$ cat src/rtl/core/bdeq_pkg.sv
package bdeq_pkg;

    typedef enum logic [1:0] {
        OP_PUSH_FRONT = 2'd0,
        OP_POP_FRONT  = 2'd1,
        OP_PUSH_REAR  = 2'd2,
        OP_POP_REAR   = 2'd3
    } t_opcode;

    typedef enum logic [1:0] {
        ST_DONE      = 2'd0,
        ST_NO_SPACE  = 2'd1,
        ST_UNDERFLOW = 2'd2
    } t_status;

    localparam int unsigned VALUE_BITS = 32;
    localparam int unsigned COUNT_BITS = 4;

    typedef struct packed {
        t_opcode                       opcode;
        logic signed [VALUE_BITS-1:0]  value;
    } t_in_word;

    typedef struct packed {
        t_status                       status;
        logic signed [VALUE_BITS-1:0]  popped_value;
        logic                          is_empty;
        logic                          is_full;
        logic [COUNT_BITS-1:0]         entry_count;
    } t_out_word;

    typedef struct packed {
        logic accept;
        logic exec;
    } t_dp_cmd;

endpackage

$ cat src/rtl/core/bdeq_ram.sv
module bdeq_ram #(
    parameter int unsigned WIDTH = 32,
    parameter int unsigned DEPTH = 8
) (
    input  logic                     i_clk,
    input  logic                     i_we,
    input  logic [$clog2(DEPTH)-1:0] i_waddr,
    input  logic [WIDTH-1:0]         i_wdata,
    input  logic                     i_re,
    input  logic [$clog2(DEPTH)-1:0] i_raddr,
    output logic [WIDTH-1:0]         o_rdata
);

    logic [WIDTH-1:0] r_mem [DEPTH];
    logic [WIDTH-1:0] r_rdata;

    always_ff @(posedge i_clk) begin
        if (i_we) begin
            r_mem[i_waddr] <= i_wdata;
        end
        if (i_re) begin
            r_rdata <= r_mem[i_raddr];
        end
    end

    assign o_rdata = r_rdata;

endmodule

$ cat src/rtl/core/bdeq_ctrl.sv
module bdeq_ctrl (
    input  logic              i_clk,
    input  logic              i_rst_n,
    input  logic              start,
    output logic              busy,
    output logic              o_strobe,
    output bdeq_pkg::t_dp_cmd o_cmd
);

    import bdeq_pkg::*;

    typedef enum logic [1:0] {
        S_IDLE = 2'b01,
        S_EXEC = 2'b10
    } t_state;

    t_state r_state, n_state;
    logic   r_strobe;

    always_comb begin
        n_state = r_state;
        unique case (r_state)
            S_IDLE: begin
                if (start) begin
                    n_state = S_EXEC;
                end
            end
            S_EXEC: begin
                n_state = S_IDLE;
            end
            default: begin
                n_state = S_IDLE;
            end
        endcase
    end

    always_ff @(posedge i_clk) begin
        if (!i_rst_n) begin
            r_state  <= S_IDLE;
            r_strobe <= 1'b0;
        end else begin
            r_state  <= n_state;
            r_strobe <= (r_state == S_EXEC);
        end
    end

    assign busy         = (r_state == S_EXEC);
    assign o_strobe     = r_strobe;
    assign o_cmd.accept = start && (r_state == S_IDLE);
    assign o_cmd.exec   = (r_state == S_EXEC);

endmodule

$ cat src/rtl/core/bdeq_dp.sv
module bdeq_dp #(
    parameter int unsigned DEPTH     = 8,
    parameter int unsigned WORD_BITS = 32
) (
    input  logic                i_clk,
    input  logic                i_rst_n,
    input  bdeq_pkg::t_dp_cmd   i_cmd,
    input  bdeq_pkg::t_in_word  i_word,
    output bdeq_pkg::t_out_word o_result
);

    import bdeq_pkg::*;

    localparam int unsigned IDX_W = $clog2(DEPTH);
    localparam logic [IDX_W-1:0] LAST_SLOT = IDX_W'(DEPTH - 1);

    logic [IDX_W-1:0]     r_front, n_front;
    logic [IDX_W-1:0]     r_rear, n_rear;
    logic                 r_empty, n_empty;
    t_opcode              r_op;
    logic [WORD_BITS-1:0] r_value;
    t_out_word            r_result;

    logic                 ram_we;
    logic [IDX_W-1:0]     ram_waddr;
    logic [IDX_W-1:0]     ram_raddr;
    logic [WORD_BITS-1:0] ram_rdata;
    t_status              status;
    logic [WORD_BITS-1:0] popped;
    logic [IDX_W:0]       count;

    assign ram_raddr = (i_word.opcode == OP_POP_FRONT) ? r_front : r_rear;

    bdeq_ram #(
        .WIDTH (WORD_BITS),
        .DEPTH (DEPTH)
    ) u_ram (
        .i_clk   (i_clk),
        .i_we    (ram_we),
        .i_waddr (ram_waddr),
        .i_wdata (r_value),
        .i_re    (i_cmd.accept),
        .i_raddr (ram_raddr),
        .o_rdata (ram_rdata)
    );

    always_comb begin
        n_front   = r_front;
        n_rear    = r_rear;
        n_empty   = r_empty;
        status    = ST_DONE;
        popped    = '0;
        ram_we    = 1'b0;
        ram_waddr = '0;
        unique case (r_op) inside
            OP_PUSH_FRONT, OP_PUSH_REAR: begin
                if (r_empty) begin
                    n_front = '0;
                    n_rear  = '0;
                    n_empty = 1'b0;
                    ram_we  = i_cmd.exec;
                end else if (r_op == OP_PUSH_FRONT) begin
                    if (r_front == '0) begin
                        status = ST_NO_SPACE;
                    end else begin
                        n_front   = r_front - 1'b1;
                        ram_waddr = n_front;
                        ram_we    = i_cmd.exec;
                    end
                end else begin
                    if (r_rear == LAST_SLOT) begin
                        status = ST_NO_SPACE;
                    end else begin
                        n_rear    = r_rear + 1'b1;
                        ram_waddr = n_rear;
                        ram_we    = i_cmd.exec;
                    end
                end
            end
            OP_POP_FRONT, OP_POP_REAR: begin
                if (r_empty) begin
                    status = ST_UNDERFLOW;
                end else begin
                    popped = ram_rdata;
                    if (r_front == r_rear) begin
                        n_front = '0;
                        n_rear  = '0;
                        n_empty = 1'b1;
                    end else if (r_op == OP_POP_FRONT) begin
                        n_front = r_front + 1'b1;
                    end else begin
                        n_rear = r_rear - 1'b1;
                    end
                end
            end
            default: begin
                status = ST_DONE;
            end
        endcase
        count = {1'b0, n_rear} - {1'b0, n_front} + 1'b1;
    end

    always_ff @(posedge i_clk) begin
        if (!i_rst_n) begin
            r_front <= '0;
            r_rear  <= '0;
            r_empty <= 1'b1;
        end else if (i_cmd.exec) begin
            r_front <= n_front;
            r_rear  <= n_rear;
            r_empty <= n_empty;
        end
    end

    always_ff @(posedge i_clk) begin
        if (i_cmd.accept) begin
            r_op    <= i_word.opcode;
            r_value <= WORD_BITS'($unsigned(i_word.value));
        end
        if (i_cmd.exec) begin
            r_result.status       <= status;
            r_result.popped_value <= VALUE_BITS'(popped);
            r_result.is_empty     <= n_empty;
            r_result.is_full      <= !n_empty && (n_front == '0) && (n_rear == LAST_SLOT);
            r_result.entry_count  <= n_empty ? '0 : COUNT_BITS'(count);
        end
    end

    assign o_result = r_result;

endmodule

$ cat src/rtl/core/bounded_double_ended_queue.sv
// An accepted word executes in S_EXEC; o_result and o_strobe are loaded as it ends.
// A new word is not accepted while busy; busy is high for the cycle after acceptance,
// while the slot RAM's registered read is consumed and the indices are updated.
// o_strobe is high for one cycle; o_result then holds; the receiver cannot stall it.
// Synchronous active-low reset empties the queue; slot contents are not cleared.
module bounded_double_ended_queue #(
    parameter int unsigned DEPTH     = 8,
    parameter int unsigned WORD_BITS = 32
) (
    input  logic                i_clk,
    input  logic                i_rst_n,
    input  logic                start,
    output logic                busy,
    input  bdeq_pkg::t_in_word  i_cmd,
    output logic                o_strobe,
    output bdeq_pkg::t_out_word o_result
);

    import bdeq_pkg::*;

    t_dp_cmd dp_cmd;

    bdeq_ctrl u_ctrl (
        .i_clk    (i_clk),
        .i_rst_n  (i_rst_n),
        .start    (start),
        .busy     (busy),
        .o_strobe (o_strobe),
        .o_cmd    (dp_cmd)
    );

    bdeq_dp #(
        .DEPTH     (DEPTH),
        .WORD_BITS (WORD_BITS)
    ) u_dp (
        .i_clk    (i_clk),
        .i_rst_n  (i_rst_n),
        .i_cmd    (dp_cmd),
        .i_word   (i_cmd),
        .o_result (o_result)
    );

endmodule

$ cat config.mk
export PLATFORM = sky130hd
export DESIGN_NAME = bounded_double_ended_queue
export DESIGN_NICKNAME = d
export VERILOG_FILES = /design/src/rtl/core/bdeq_pkg.sv /design/src/rtl/core/bdeq_ram.sv /design/src/rtl/core/bdeq_ctrl.sv /design/src/rtl/core/bdeq_dp.sv /design/src/rtl/core/bounded_double_ended_queue.sv
export SDC_FILE = /design/constraint.sdc
export NUM_CORES = 1
export LEC_CHECK = 0
export ABC_AREA = 1
export BUFFER_PORTS_ARGS = -buffer_cell sky130_fd_sc_hd__buf_4
export CAP_MARGIN = 10
export CORE_AREA = 5 5 166 168
export CTS_CLUSTER_SIZE = 14
export DETAILED_ROUTE_END_ITERATION = 7
export DIE_AREA = 0 0 171 173
export PLACE_DENSITY = 0.76
export SLEW_MARGIN = 40
export SYNTH_ARGS = -nofsm -noshare
export SYNTH_HDL_FRONTEND = slang
export SYNTH_SLANG_ARGS = --single-unit
$ cat constraint.sdc
create_clock -name i_clk -period 5.58 [get_ports i_clk]
set_input_delay 0.558 -clock i_clk [delete_from_list [all_inputs] [get_ports i_clk]]
set_output_delay 0.558 -clock i_clk [all_outputs]
set_load 0.005 [all_outputs]
Word-level counts from Yosys, hierarchy flattened. Memory sizes are Yosys's and may differ from the RTL's. A register that Yosys moved wholly into a read port is not among the register bits. Index checks and enable logic that the tools add are counted.

Bits of input ports: 37. Output and inout bits: 42. Word-level logic and storage cells: 76. Memories kept: 1. RAM bits: 256. Register bits: 84.

Add/subtract/negate cells: 6. Eq/ne operators: 9. Muxes and demuxes: 36. Reductions and logical operators: 11. Bitwise gates (word level): 1.

Memory list: u_dp.u_ram.r_mem (words 8, bits a word 32, read ports 1, clocked after Yosys merged registers in 1, wr ports 1, line bdeq_ram.sv:14) `logic [WIDTH-1:0] r_mem [DEPTH];`.

Operators by type and width (number): two-way mux 3 bit (18); one-hot mux 3 bit (2 select lines) (2); two-way mux 1 bit (11); adder 3 x 1 -> 3 bit, second input constant (2); equality test 2 x 1 -> 1 bit, second input constant (3); equality test 2 bit, second input constant (3); equality test 3 bit, second input constant (2); zero test 3 bit (2); two-way mux 2 bit (3); OR reduction 2 bit (3); subtractor 3 x 1 -> 3 bit, second input constant (2); adder 4 x 1 -> 4 bit, second input constant (1); one-hot mux 2 bit (2 select lines) (1); subtractor 3 x 3 -> 4 bit (1); equality test 3 bit (1); logical AND 1 bit (3); zero test 2 bit (1); one-hot mux 1 bit (2 select lines) (1); AND reduction 2 bit (1); zero test 1 bit (1); NOT 1 bit (1).

Logic depth before layout (Yosys ltp).
Word-level depth: 8. Depth in mapped cells: 17. Mapped depth without buffers: 17.

Hierarchy. From an unflattened synthesis, not the netlist that was laid out.

Cell total of the unflattened synthesis: 1493. Area, all modules: 15847.7 µm².

By module, submodules not included: bdeq_ram (seq. area each 8648.3 µm², cells each 1156, times used 1, area an instance 12192.9 µm²); bdeq_dp (seq. area each 2362.3 µm², cells each 322, times used 1, area an instance 3542.1 µm²); bdeq_ctrl (seq. area each 60.1 µm², cells each 15, times used 1, area an instance 112.6 µm²).

Least setup slack after synthesis. OpenSTA, ideal clock, no wires.

Path type: reg-to-reg. Start point: reg u_ctrl.r_state[1]. End point: mem u_dp.u_ram.r_mem[6][0], enable pin. Arrival time: 4.361 ns. Slack: 0.798 ns. Cell stages (with the launch flop): 7. Setup time: 0.421 ns. Period minus slack after synthesis: 4.782 ns. Cells stage by stage: dfxtp_1 inv_1 nor2_1 inv_1 nor3_1 nand2_1 nor2_1.

Longest elaborated chain between the ends: 7.

RTL lines: from (decl) (line bdeq_ctrl.sv:17) `t_state r_state, n_state;`; from (signal assigned) (line bdeq_ctrl.sv:42) `r_state <= n_state;`; equality test 2 bit *; named net busy (line bounded_double_ended_queue.sv:13) `output logic busy,`; two-way mux 1 bit, on equally long branches (line bdeq_dp.sv:71, bdeq_dp.sv:63); two-way mux 1 bit (line bdeq_dp.sv:62) `end else if (r_op == OP_PUSH_FRONT) begin`; two-way mux 1 bit * (line bdeq_dp.sv:57) `if (r_empty) begin`; two-way mux 1 bit * (line bdeq_dp.sv:55) `unique case (r_op) inside`; two-way mux 1 bit * (line bdeq_ram.sv:18) `if (i_we) begin`; two-way mux 1 bit (implied by the code) * (line bdeq_ram.sv:19) `r_mem[i_waddr] <= i_wdata;`; to (decl) (line bdeq_ram.sv:14).

The timed path passes the listed nets; every way through them passes the cells marked *.

Worst setup path after layout.
Start point: reg u_dp.r_front[0]. End point: mem u_dp.u_ram.r_mem[0][18], enable pin.

Longest elaborated chain between the ends: 7.

RTL lines: from (decl) (line bdeq_dp.sv:17) `logic [IDX_W-1:0] r_front, n_front;`; from (signal assigned) (line bdeq_dp.sv:109) `r_front <= n_front;`; branches (longest 7 deep; another with subtractor 3 x 1 -> 3 bit).

Several ways; the timed one is not identified.

==> metrics.cfg <==
[min_path]
min_delay_worst_endpoint=u_dp.r_value[6]
hold_path.startpoint=i_cmd[6]
holdPathStages=1
hold_class=in2reg

[synth]
seq_area_frac_synth=0.722
yosysWarningCount=0
synth-seq-cells=372
unique_cell_type_count_in_the_yosys_netlist=28
synthesis.instances=1351
postSynthNetCount=1402
post_synth_instance_area_mm2=0.0153
synthesis.area_per_instance_um2=11.3

[finish]
final_cell_area_mm2=0.0175
areaGrowthSynthToFinish_pct=14.2
layout_cells_sized_above_1=0.120
num-nets-final=1488
antennaDiodeCount=0

[setup_path]
worstPathArrival_ps=3260
crit_path_max_fanout=17
cpMaxStageDelayCell=nor2_4
critPathBufInv=3
critical_path.cell_chain=inv_2 -> ha_1 -> inv_1 -> nor2_1 -> nand2_1 -> a21oi_1 -> nor3_1 -> nand2_1 -> nor2_4 -> buf_4
timing.critical_path.required_ps=5770
worst_setup_path_start_kind=flip-flop
timing.critical_path.max_delay_family=simple AND/OR/NAND/NOR gates
critPathMostFrequentCell=nand2_1
r2r-start=u_dp.r_front[0]
setup.reg_to_reg.worst_slack_ps=2510
crit_cells=10
worstSetupPathType=reg2reg
worst-r2r-cell-count=10
critical_path.reg2reg.endpoint=u_dp.u_ram.r_mem[0][18]
critical_path.max_stage_delay_ps=580
cp-end-kind=flip-flop

[floorplanning]
number_of_placed_i_o_pins=79
floorplan.die.width_um=171
core_area_mm2=0.0258
floorplan.die.height_um=173
rows=59
initial_core_util=0.595
dieArea_mm2=0.0296

[clock_network]
clkSlewWorstSetupHoldPaths_ps=60
count_of_clock_tree_sinks=372
cts_resized=0
hold_buffers=0
h_tree_level_count=2
cts_tree=built
tritoncts.num_buffers=37
clock_insertion_delay_worst_skew_ps=520
clock_path_buffers=3
clock_tree.root_cell=clkbuf_16
cts_post_setup_buffers_inserted=0

[run]
maxCapViolations=0

[timing]
max_slew_margin=0.443
finClkSkew_ps=12.1
finalMaxSlewViolations=0
grt_setup_unrepaired=false
final.setup.tns_ps=0
finalSetupViolations=0
max_clock_freq_mhz=326
period_share=0.550
hold_viol=0
worst-slew-pin-transition_ps=836
timing.final.crit_period_ps=3070
final.hold.worst_slack_ps=210

[drt]
drt.antenna.violating_nets=0
via_per_inst=5.27
drtPass1Iterations=5
post_drt_wl_per_cell_um=16.6
drt_drc_violations_left=0
wirelength_um=29900
detailroute.via_count=9478
first_iter_violations=960

[power_and_ir_drop]
power_mw=5.82
irDropWorstVdd_v=0.000259
pwr_density_cell_mw_per_mm2=332
p_leak_nw=7.14

[placement]
globalplace.congestion=0.870
buffers_on_ports=78
place_area_mm2=0.0163
detailed_place_hpwl_um=16400

[global_routing]
globalRoute.totalOverflow=0
first_global_vias=9204
grt_pass1_wl_um=47300
largest_net_degree_at_the_start_of_global_routing=75
grt_use_total=0.202
grt_antenna_before_repair=0

[status]
status=completed

## area by class of cell
type                            instances  area [µm²]
Clock buffer                           43         991
Clock inverter                         22         186
Fill cell                            1786        8260
Inverter                              235         882
Multi-Input combinational cell        691        3160
Sequential cell                       372       11100
Tap cell                              335         419
Timing Repair Buffer                  100         797
## flip-flops by register name (all words and copies together), names as in the netlist
name                cells
u_ctrl.o_strobe         1
u_ctrl.r_state          2
u_dp.o_result          40
u_dp.r_empty            1
u_dp.r_front            3
u_dp.r_op               2
u_dp.r_rear             3
u_dp.r_value           32
u_dp.u_ram.o_rdata     32
u_dp.u_ram.r_mem      256
## cell usage in the layout, fill, tap and decap left out, types with 2 or more instances in the layout
cell       count
a21oi_1       15
buf_4         95
buf_8          3
bufinv_16      3
clkbuf_1       4
clkbuf_16     39
clkinv_1       7
clkinv_2       9
dfxtp_1       10
edfxtp_1     362
ha_1          13
inv_1        231
inv_2          4
nand2_1      374
nand3_1       72
nand4_1        2
nor2_1        81
nor2_4        10
o211ai_1       5
o21ai_0       29
o21ai_1       77
o21ai_4        4
## cell usage after synthesis
cell type    n  area [µm²]
o21ai_1     77         385
xnor2_1      1        8.76
xor2_1       1        8.76
o21ai_2      4        35.0
nor2_2       1        6.26
nor3_1       1        5.00
dfxtp_1     10         200
nand3_1     72         360
o221ai_1     1        8.76
buf_6        5        56.3
inv_2        4        15.0
edfxtp_1   362       10900
o21ai_0     29         145
nand2_2      1        6.26
a21oi_1     15        75.1
inv_1      231         867
a21boi_0     1        7.51
ha_1        13         163
clkbuf_1    10        37.5
fa_1         1        20.0
nor2_8       1        20.0
buf_2       24         120
nand2_1    374        1400
o211ai_1     5        37.5
nand4_1      2        12.5
buf_4       13        97.6
nor2_1      91         342
buf_8        1        15.0
## layer usage
layer / wire, µm / GRT usage / vias up
li1: - / - / 4580
met1: 12000 / 0.260 / 4494
met2: 15100 / 0.345 / 326
met3: 1810 / 0.0347 / 78
met4: 957 / 0.0746 / 0
met5: 0 / 0 / -
## worst max-delay path by stage
stage / from / end
global placement: i_cmd[33] / u_dp.u_ram.o_rdata[1]
detailed placement: i_cmd[33] / u_dp.u_ram.o_rdata[18]
floorplan: u_ctrl.r_state[1] / u_dp.u_ram.r_mem[6][0]
global route: u_dp.r_front[0] / u_dp.u_ram.r_mem[0][28]
finish: u_dp.r_front[0] / u_dp.u_ram.r_mem[0][18]
CTS: u_dp.r_front[0] / u_dp.u_ram.r_mem[3][18]
## stage by stage
| stage | setup WS (ps) | cells | util |
|---|---|---|---|
| 2_1_floorplan | 798 | 1351 | - |
| 3_3_place_gp | 2360 | 1729 | 0.631 |
| 3_5_place_dp | 2270 | 1732 | 0.633 |
| 4_1_cts | 2350 | 1797 | 0.678 |
| 5_1_grt | 2290 | 1798 | 0.679 |
| 6_report | 2510 | 1798 | 0.679 |
## power breakdown
| part | total [mW] | internal (mW) | switching [mW] |
|---|---|---|---|
| registers | 3.17 | 3.13 | 0.0437 |
| clock network | 2.39 | 1.41 | 0.981 |
| logic | 0.257 | 0.0877 | 0.169 |
| total | 5.82 | 4.62 | 1.19 |
## cells by family after synthesis
| logic type | synth area share |
|---|---|
| AND/OR/NAND/NOR | 0.141 |
| adder cells (fa/ha/maj) | 0.0119 |
| AO/OA/AOI/OAI | 0.0453 |
| XOR/XNOR | 0.00114 |
| buffers and inverters | 0.0788 |
| flip-flops | 0.722 |
Note: power is estimated with default switching activity, not from simulation.
